File: src/hhbf_pkg.sv
// Package for the HTTP Host header filter: phase codes, front-to-back beat type
// and the constant texts. No dependencies.
package hhbf_pkg;

   typedef enum logic [1:0] {
      PH_SEARCH  = 2'd0,
      PH_SKIP_CR = 2'd1,
      PH_COMPARE = 2'd2,
      PH_DONE    = 2'd3
   } phase_type;

   localparam logic [3:0] CSR_HOST_LEN    = 4'd0;
   localparam logic [3:0] CSR_HOST_WORD_0 = 4'd1;
   localparam logic [3:0] CSR_HOST_WORD_6 = 4'd7;
   localparam logic [7:0] CHAR_CR      = 8'h0d;
   localparam logic [7:0] CHAR_H       = 8'h48;
   localparam logic [7:0] PROTO_TCP    = 8'd6;

   // Classified byte handed from the front part to the back part.
   typedef struct packed {
      logic [7:0] data;
      logic       last;
      logic       in_payload;
      logic [2:0] idx;
      logic       idx_small;
   } beat_type;

   function automatic logic [7:0] host_tag(input logic [2:0] p);
      logic [7:0] r;
      case (p)
         3'd0: r = "H";
         3'd1: r = "o";
         3'd2: r = "s";
         3'd3: r = "t";
         3'd4: r = ":";
         3'd5: r = " ";
         default: r = 8'h00;
      endcase
      return r;
   endfunction

   function automatic logic [2:0] method_size(input logic [2:0] k);
      logic [2:0] r;
      case (k)
         3'd0: r = 3'd3;
         3'd1: r = 3'd4;
         3'd2: r = 3'd4;
         3'd3: r = 3'd3;
         3'd4: r = 3'd6;
         3'd5: r = 3'd7;
         default: r = 3'd0;
      endcase
      return r;
   endfunction

   function automatic logic [7:0] method_char(input logic [2:0] k, input logic [2:0] i);
      logic [55:0] s;
      case (k)
         3'd0: s = {"GET", 32'h0};
         3'd1: s = {"POST", 24'h0};
         3'd2: s = {"HEAD", 24'h0};
         3'd3: s = {"PUT", 32'h0};
         3'd4: s = {"DELETE", 8'h0};
         3'd5: s = "OPTIONS";
         default: s = 56'h0;
      endcase
      return s[55 - 8*i -: 8];
   endfunction

endpackage

File: src/http_host_block_filter_unit.sv
// Top level of the HTTP Host header filter: registers, front, queue, back.
// Depends on hhbf_pkg, hhbf_front, hhbf_fifo and hhbf_back.
//
//   channel | ports                         | beat
//   input   | req_push, full                | one packet byte and its last flag
//   result  | empty, rsp_pop                | verdict and http_request per packet
//   config  | csr_we, csr_index, csr_wdata  | one register write
//
// One byte a cycle is taken while full is low. A packet's last byte passes
// through the queue and then into the verdict register, from which its verdict
// can be popped. Reset is synchronous and clears the registers
// and all packet state. While a verdict waits for rsp_pop the back part goes on
// with the next packet and stalls only at its last byte; the two-entry queue
// then fills and full rises.
module http_host_block_filter_unit #(
   parameter int HOST_MAX_BYTES   = 56,
   parameter int MAX_PACKET_BYTES = 65535
) (
   input  logic        clock,
   input  logic        reset,
   input  logic        req_push,
   output logic        full,
   input  logic [7:0]  req_packet_byte,
   input  logic        req_last_byte,
   output logic        empty,
   input  logic        rsp_pop,
   output logic        rsp_verdict,
   output logic        rsp_http_request,
   input  logic        csr_we,
   input  logic [3:0]  csr_index,
   input  logic [63:0] csr_wdata
);
   import hhbf_pkg::*;

   logic [5:0]  host_len_ff;
   logic [63:0] host_words_ff [7];
   logic [7:0]  host_bytes [HOST_MAX_BYTES];
   beat_type    f_beat, q_beat;
   logic        q_empty, b_ready, out_valid;

   always_ff @(posedge clock) begin
      if (reset) begin
         host_len_ff <= '0;
         for (int i = 0; i < 7; i++) host_words_ff[i] <= '0;
      end else if (csr_we) begin
         if (csr_index == CSR_HOST_LEN) host_len_ff <= csr_wdata[5:0];
         else if (csr_index <= CSR_HOST_WORD_6)
            host_words_ff[3'(csr_index - CSR_HOST_WORD_0)] <= csr_wdata;
      end
   end

   always_comb begin
      for (int k = 0; k < HOST_MAX_BYTES; k++)
         host_bytes[k] = host_words_ff[k / 8][(k % 8) * 8 +: 8];
   end

   hhbf_front #(.MAX_PACKET_BYTES(MAX_PACKET_BYTES)) u_front (
      .clock(clock), .reset(reset),
      .in_valid(req_push && !full), .in_data(req_packet_byte),
      .in_last(req_last_byte), .beat(f_beat)
   );

   hhbf_fifo u_fifo (
      .clock(clock), .reset(reset),
      .wr_en(req_push && !full), .wr_data(f_beat), .full(full),
      .rd_en(!q_empty && b_ready), .rd_data(q_beat), .empty(q_empty)
   );

   hhbf_back #(.HOST_MAX_BYTES(HOST_MAX_BYTES)) u_back (
      .clock(clock), .reset(reset),
      .in_valid(!q_empty), .beat(q_beat), .in_ready(b_ready),
      .host_len(host_len_ff), .host_bytes(host_bytes),
      .out_valid(out_valid), .out_verdict(rsp_verdict),
      .out_http(rsp_http_request), .out_ready(rsp_pop)
   );

   assign empty = !out_valid;
endmodule

File: src/hhbf_front.sv
// Front part of the Host header filter: tracks the byte position and the IP
// and TCP header fields, marks payload bytes. Depends on hhbf_pkg.
module hhbf_front #(
   parameter int MAX_PACKET_BYTES = 65535
) (
   input  logic                clock,
   input  logic                reset,
   input  logic                in_valid,
   input  logic [7:0]          in_data,
   input  logic                in_last,
   output hhbf_pkg::beat_type  beat
);
   import hhbf_pkg::*;

   localparam int PW = $clog2(MAX_PACKET_BYTES + 1);

   logic [PW-1:0] pos_ff, pos_in;
   logic [5:0]    ihl_ff, ihl_in;
   logic          tcp_ff, tcp_in;
   logic [6:0]    poff_ff, poff_in;
   logic [6:0]    tcp_field;
   logic [PW-1:0] rel;
   logic          in_pay;

   always_comb begin
      tcp_field = {1'b0, ihl_ff} + 7'd12;
      ihl_in    = ihl_ff;
      tcp_in    = tcp_ff;
      poff_in   = poff_ff;
      pos_in    = pos_ff;
      in_pay    = tcp_ff && (poff_ff > tcp_field) && (pos_ff >= PW'(poff_ff));
      rel       = pos_ff - PW'(poff_ff);
      if (in_valid) begin
         if (pos_ff == '0) ihl_in = {in_data[3:0], 2'b00};
         if (pos_ff == PW'(9)) tcp_in = (in_data == PROTO_TCP);
         if (pos_ff != '0 && pos_ff == PW'(tcp_field))
            poff_in = 7'({1'b0, ihl_ff} + {1'b0, in_data[7:4], 2'b00});
         if (pos_ff != PW'(MAX_PACKET_BYTES)) pos_in = pos_ff + 1'b1;
         if (in_last) begin
            pos_in  = '0;
            ihl_in  = '0;
            tcp_in  = 1'b0;
            poff_in = '0;
         end
      end
      beat.data       = in_data;
      beat.last       = in_last;
      beat.in_payload = in_pay;
      beat.idx        = rel[2:0];
      beat.idx_small  = (rel < PW'(7));
   end

   always_ff @(posedge clock) begin
      if (reset) begin
         pos_ff  <= '0;
         ihl_ff  <= '0;
         tcp_ff  <= 1'b0;
         poff_ff <= '0;
      end else begin
         pos_ff  <= pos_in;
         ihl_ff  <= ihl_in;
         tcp_ff  <= tcp_in;
         poff_ff <= poff_in;
      end
   end
endmodule

File: src/hhbf_fifo.sv
// Short queue of classified beats between the front and back parts.
// Depends on hhbf_pkg.
module hhbf_fifo (
   input  logic               clock,
   input  logic               reset,
   input  logic               wr_en,
   input  hhbf_pkg::beat_type wr_data,
   output logic               full,
   input  logic               rd_en,
   output hhbf_pkg::beat_type rd_data,
   output logic               empty
);
   import hhbf_pkg::*;

   beat_type   mem_ff [2];
   logic       wp_ff, wp_in, rp_ff, rp_in;
   logic [1:0] cnt_ff, cnt_in;

   always_comb begin
      wp_in  = wp_ff ^ wr_en;
      rp_in  = rp_ff ^ rd_en;
      cnt_in = cnt_ff + {1'b0, wr_en} - {1'b0, rd_en};
      full   = (cnt_ff == 2'd2);
      empty  = (cnt_ff == 2'd0);
      rd_data = mem_ff[rp_ff];
   end

   always_ff @(posedge clock) begin
      if (wr_en) mem_ff[wp_ff] <= wr_data;
      if (reset) begin
         wp_ff  <= 1'b0;
         rp_ff  <= 1'b0;
         cnt_ff <= '0;
      end else begin
         wp_ff  <= wp_in;
         rp_ff  <= rp_in;
         cnt_ff <= cnt_in;
      end
   end
endmodule

File: src/hhbf_back.sv
// Back part of the Host header filter: method match, Host search, host
// compare and the verdict register. Depends on hhbf_pkg.
module hhbf_back #(
   parameter int HOST_MAX_BYTES = 56
) (
   input  logic                clock,
   input  logic                reset,
   input  logic                in_valid,
   input  hhbf_pkg::beat_type  beat,
   output logic                in_ready,
   input  logic [5:0]          host_len,
   input  logic [7:0]          host_bytes [HOST_MAX_BYTES],
   output logic                out_valid,
   output logic                out_verdict,
   output logic                out_http,
   input  logic                out_ready
);
   import hhbf_pkg::*;

   localparam int HW = $clog2(HOST_MAX_BYTES);

   logic [5:0] cand_ff, cand_in;
   logic       found_ff, found_in;
   phase_type  ph_ff, ph_in;
   logic [2:0] pp_ff, pp_in;
   logic [5:0] cp_ff, cp_in;
   logic       drop_ff, drop_in;
   logic       ov_ff, ov_in, verd_ff, verd_in, http_ff, http_in;
   logic [5:0] hl;
   logic       take;
   logic [7:0] b;
   logic [5:0] cp1;
   logic [7:0] bb;

   assign hl = (host_len > 6'(HOST_MAX_BYTES)) ? 6'(HOST_MAX_BYTES) : host_len;
   // Only a last beat needs the verdict register, so other beats go on while it waits.
   assign in_ready = !ov_ff || out_ready || !beat.last;
   assign take = in_valid && in_ready;
   assign b = beat.data;
   assign cp1 = cp_ff + 6'd1;
   assign bb = (cp_ff < 6'(HOST_MAX_BYTES)) ? host_bytes[cp_ff[HW-1:0]] : 8'h00;

   always_comb begin
      logic compare_go;
      compare_go = 1'b0;
      cand_in  = cand_ff;
      found_in = found_ff;
      ph_in    = ph_ff;
      pp_in    = pp_ff;
      cp_in    = cp_ff;
      drop_in  = drop_ff;
      ov_in    = ov_ff && !out_ready;
      verd_in  = verd_ff;
      http_in  = http_ff;
      if (take) begin
         if (beat.in_payload) begin
            if (!found_ff && beat.idx_small) begin
               for (int k = 0; k < 6; k++) begin
                  if (cand_ff[k] && beat.idx < method_size(3'(k))) begin
                     if (b != method_char(3'(k), beat.idx)) cand_in[k] = 1'b0;
                     else if (beat.idx + 3'd1 == method_size(3'(k))) found_in = 1'b1;
                  end
               end
            end
            case (ph_ff)
               PH_SEARCH: begin
                  if (b == 8'h00) ph_in = PH_DONE;
                  else if (pp_ff < 3'd6 && b == host_tag(pp_ff)) begin
                     pp_in = pp_ff + 3'd1;
                     if (pp_ff == 3'd5) ph_in = PH_SKIP_CR;
                  end else pp_in = (b == CHAR_H) ? 3'd1 : 3'd0;
               end
               PH_SKIP_CR: begin
                  if (b == CHAR_CR) ;
                  else if (b == 8'h00) begin
                     drop_in = (hl == 6'd0);
                     ph_in   = PH_DONE;
                  end else begin
                     ph_in = PH_COMPARE;
                     compare_go = 1'b1;
                  end
               end
               PH_COMPARE: begin
                  if (b == CHAR_CR || b == 8'h00) ph_in = PH_DONE;
                  else compare_go = 1'b1;
               end
               default: ;
            endcase
            if (compare_go) begin
               if (cp_ff >= hl) begin
                  drop_in = 1'b1;
                  ph_in   = PH_DONE;
               end else if (b != bb) ph_in = PH_DONE;
               else begin
                  cp_in = cp1;
                  if (cp1 >= hl) begin
                     drop_in = 1'b1;
                     ph_in   = PH_DONE;
                  end
               end
            end
         end
         if (beat.last) begin
            if (ph_in == PH_SKIP_CR && hl == 6'd0) drop_in = 1'b1;
            ov_in    = 1'b1;
            verd_in  = found_in & drop_in;
            http_in  = found_in;
            cand_in  = 6'h3f;
            found_in = 1'b0;
            ph_in    = PH_SEARCH;
            pp_in    = '0;
            cp_in    = '0;
            drop_in  = 1'b0;
         end
      end
   end

   assign out_valid   = ov_ff;
   assign out_verdict = verd_ff;
   assign out_http    = http_ff;

   always_ff @(posedge clock) begin
      verd_ff <= verd_in;
      http_ff <= http_in;
      if (reset) begin
         cand_ff  <= 6'h3f;
         found_ff <= 1'b0;
         ph_ff    <= PH_SEARCH;
         pp_ff    <= '0;
         cp_ff    <= '0;
         drop_ff  <= 1'b0;
         ov_ff    <= 1'b0;
      end else begin
         cand_ff  <= cand_in;
         found_ff <= found_in;
         ph_ff    <= ph_in;
         pp_ff    <= pp_in;
         cp_ff    <= cp_in;
         drop_ff  <= drop_in;
         ov_ff    <= ov_in;
      end
   end
endmodule

File: config.mk
export PLATFORM = sky130hd
export DESIGN_NAME = http_host_block_filter_unit
export DESIGN_NICKNAME = d
export VERILOG_FILES = /design/src/hhbf_pkg.sv /design/src/http_host_block_filter_unit.sv /design/src/hhbf_front.sv /design/src/hhbf_fifo.sv /design/src/hhbf_back.sv
export SDC_FILE = /design/constraint.sdc
export NUM_CORES = 1
export LEC_CHECK = 0
export ABC_AREA = 0
export BUFFER_PORTS_ARGS = -buffer_cell sky130_fd_sc_hd__clkbuf_2
export CAP_MARGIN = 20
export CELL_PAD_IN_SITES_DETAIL_PLACEMENT = 1
export CELL_PAD_IN_SITES_GLOBAL_PLACEMENT = 1
export CORE_ASPECT_RATIO = 0.6
export CORE_MARGIN = 5
export CORE_UTILIZATION = 40
export DETAILED_ROUTE_END_ITERATION = 6
export HOLD_SLACK_MARGIN = 0.12
export PLACE_DENSITY_LB_ADDON = 0.1
export SETUP_SLACK_MARGIN = 0.5
export SYNTH_ARGS = -nofsm -noshare
export SYNTH_HDL_FRONTEND = slang
export SYNTH_SLANG_ARGS = --single-unit
File: constraint.sdc
create_clock -name clock -period 19.1 [get_ports clock]
set_clock_uncertainty 0.1 [all_clocks]
set_input_delay 5.73 -clock clock [delete_from_list [all_inputs] [get_ports clock]]
set_output_delay 5.73 -clock clock [all_outputs]
set_load 0.005 [all_outputs]
==> run metrics <==
Resized cells post-CTS 0; RSZ-0062 raised after global routing no; Crit-path slowest cell buf_4; Routed WL 88300 microns; final hold vios 0; TritonRoute pass-1 iters 5; Starting Density 40.2%; DR vias/cell 5.74; Cell Chain, Critical Path buf_4 -> inv_1 -> nand3_1 -> nor3_1 -> nand2_2 -> buf_4 -> nand2_2 -> buf_4; clock tree buffer depth 3; clock transition at the registers of the reported paths 0.06 ns; Worst Setup Start Kind input pin; IO buf count 85; Max Cap Viol 0; Ports 86; Slew Limit Fails 0; HP Class flop to flop; endpoints failing setup 0; Synth async-reset ratio 0%; Cell Area, Synth 0.0258 sq mm; hold bufs inserted after CTS 0; Mapped Avg Cell Area 11.7 sq um; P&R area growth vs syn 10.8%; crit-path max FO 65; setup_tns 0 ns; DPL Wire Length 61800 microns; Synth Warn # 0; Min-Delay Path Depth 2; Worst VDD drop 0.0000633 V; Synth Net Count 2347; grt ovf 0; top achievable clock speed 120 MHz; Site Rows 72; Synth Instances 2211; RePlAce Congestion 0.889; CTS Sinks 534; Pwr Density 102 mW/mm^2; status complete, no violations; antenna cells 0; Unique masters post-synth 85; Crit Path Class input pin to flop; prevailing post-synth register cell edfxtp_1; die area 0.0698 sq mm; largest net degree at the start of global routing 83; All-Layer GR Usage 25.3%; CTS tree yes; Seq cells post-synth 534; Setup Fix Bufs, Post-CTS 0; H-tree depth 2; Worst path max stage delay 0.67 ns; Arr. time, crit path 8.49 ns; Tightest Pin Transition 1.07 ns; Reg power frac 46.5%; Switching Power 0.821 mW; Worst setup EP type flop; wire length per cell 28.0 microns; fillcell total 6781; drt drc 0; Required @ worst endpoint 19.25 ns; Chip Height 207 microns; initial antenna violation count 5; Non-Filler Instances 3152; Switching Fraction 28.2%; total number of vias 18100; clk_lat worst skew 0.63 ns; core area 0.0641 sq mm; first-pass GRT wire length 128000 microns; number of global-route vias before repair 17800; Cells after DPL 3052; remaining antenna violation count 0; combinational cell fraction of total power 16.2%; P_int 2.09 mW; fin nets 2393; die span in x 338 microns; slew margin rel. 28.5%; period utilisation layout 43.6%; clock power share 37.3%; Root Buffer clkbuf_16; sequential share of the synthesized area 57.5%; CTS buffer count 52; Reg2Reg Depth 12; CP dominant cell by count buf_4; DR iter-0 viols 2005; leak pwr 9.95 nW; Final Critical Period 8.34 ns; Post-synth EDFFs 414; share of cells above drive strength 1 13.6%
worst max-delay path: cells and delay by family:
family | cells | cell delay (ns)
buffers and inverters | 4 | 1.83
and+or+nand+nor | 4 | 0.75
path summary, 6_finish.rpt:
path                                     startpoint                                  to  slack [ns]
hold / removal    host_words_ff[6][50]$_SDFFE_PP0P_   host_words_ff[6][50]$_SDFFE_PP0P_        0.36
setup / recovery                              reset  host_words_ff[1][15]$_SDFFCE_PN0P_       10.76
hold reg to reg   host_words_ff[6][50]$_SDFFE_PP0P_   host_words_ff[6][50]$_SDFFE_PP0P_        0.36
setup reg to reg       u_back.cp_ff[0]$_SDFFE_PP0P_        u_back.cp_ff[0]$_SDFFE_PP0P_       13.46
cells in the final DEF, fill, tap and decap left out, types with 11 or more instances in the layout:
| cell type | netlist | routed |
|---|---|---|
| a211oi_1 | 13 | 13 |
| buf_4 | 10 | 38 |
| mux4_1 | 24 | 24 |
| a22oi_1 | 29 | 29 |
| a21oi_1 | 107 | 107 |
| clkbuf_16 | 0 | 52 |
| nor3_1 | 20 | 19 |
| a221oi_1 | 16 | 16 |
| a21o_1 | 12 | 12 |
| edfxtp_1 | 414 | 414 |
| nand3_1 | 37 | 37 |
| and3_1 | 14 | 14 |
| nand2_1 | 262 | 255 |
| mux2i_1 | 92 | 92 |
| dfxtp_1 | 120 | 117 |
| o21ai_0 | 35 | 34 |
| nor2b_1 | 19 | 19 |
| nor2_1 | 399 | 398 |
| clkinv_1 | 2 | 12 |
| clkbuf_2 | 1 | 85 |
| mux4_2 | 53 | 53 |
| o21a_1 | 11 | 11 |
| xor2_1 | 23 | 23 |
| xnor2_1 | 29 | 29 |
| mux2_2 | 18 | 18 |
| nand4_1 | 13 | 13 |
| a31oi_1 | 13 | 13 |
| ha_1 | 52 | 52 |
| clkbuf_1 | 59 | 11 |
| nand2b_1 | 17 | 17 |
| inv_1 | 107 | 107 |
cell families after synthesis:
| group | Yosys count | synth area share, % |
|---|---|---|
| buffers and inverters | 241 | 4.72 |
| and+or+nand+nor | 845 | 14.2 |
| muxes | 189 | 11.6 |
| DFF | 534 | 57.5 |
| AOI/OAI and AO/OA | 295 | 7.45 |
| adders and majority gates | 54 | 2.68 |
| xor gates and xnor gates | 53 | 1.85 |
cell type report:
type	count	area, sq um	share of cell area, %
Sequential cell	534	14800	51.9
Multi-Input combinational cell	1436	9810	34.3
Clock buffer	64	1360	4.74
Tap cell	851	1060	3.72
Timing Repair Buffer	124	731	2.56
Inverter	109	409	1.43
Clock inverter	34	382	1.33
flip-flops by register name, indices dropped and copies added (netlist names), 3 cells and up:
register and count:
u_front.pos_ff 16, u_back.pp_ff 3, u_front.ihl_ff 4, host_words_ff 448, u_fifo.mem_ff 28, u_front.poff_ff 5, u_back.cp_ff 6, u_back.cand_ff 6
host_len_ff 6
through the flow:
step	power, mW	setup slack (ns)	utilization, %	cell area (sq um)	hold WS, ns
3_3_place_gp	1.82	10.23	41.9	26800	0.340
5_1_grt	3.02	10.57	44.6	28600	0.378
2_1_floorplan	1.67	5.62	-	25800	0.330
3_5_place_dp	1.84	10.18	41.9	26800	0.347
4_1_cts	2.92	10.80	44.6	28600	0.355
6_report	2.91	10.76	44.6	28600	0.355
cells in the mapped netlist, drive strengths merged, types with 19 or more instances:
library cell | n | share of area [%]
buf | 59 | 1.6
inv | 107 | 1.6
nor2b | 19 | 0.46
o21ai | 38 | 0.74
nand3 | 38 | 0.76
mux2i | 93 | 3.7
mux4 | 77 | 7.1
nand2 | 262 | 3.8
xnor2 | 29 | 0.98
nor2 | 399 | 5.8
mux2 | 19 | 0.84
a22oi | 29 | 0.84
and3 | 19 | 0.50
xor2 | 23 | 0.78
ha | 52 | 2.5
edfxtp | 414 | 48
nor3 | 20 | 0.39
dfxtp | 120 | 9.3
a21oi | 107 | 2.1
clkbuf | 73 | 1.5
power groups by stage:
stage | Sequential (mW) | Combinational [mW] | Clock [mW]
finish | 1.35 | 0.471 | 1.08
detailed placement | 1.38 | 0.459 | 0
CTS | 1.35 | 0.461 | 1.11
floorplan | 1.37 | 0.301 | 0
global route | 1.36 | 0.505 | 1.16
global placement | 1.37 | 0.446 | 0
routing by layer:
metal / wire [microns] / global-route usage, % / share of wire [%] / vias up
li1: - / - / - / 8067
met1: 44000 / 40.6 / 50 / 9308
met2: 34800 / 34.0 / 39 / 633
met3: 8210 / 7.39 / 9.3 / 82
met4: 1290 / 4.46 / 1.5 / 6
met5: 34 / 0 / 0.038 / -
No activity file was read; power rests on OpenSTA's default activity.
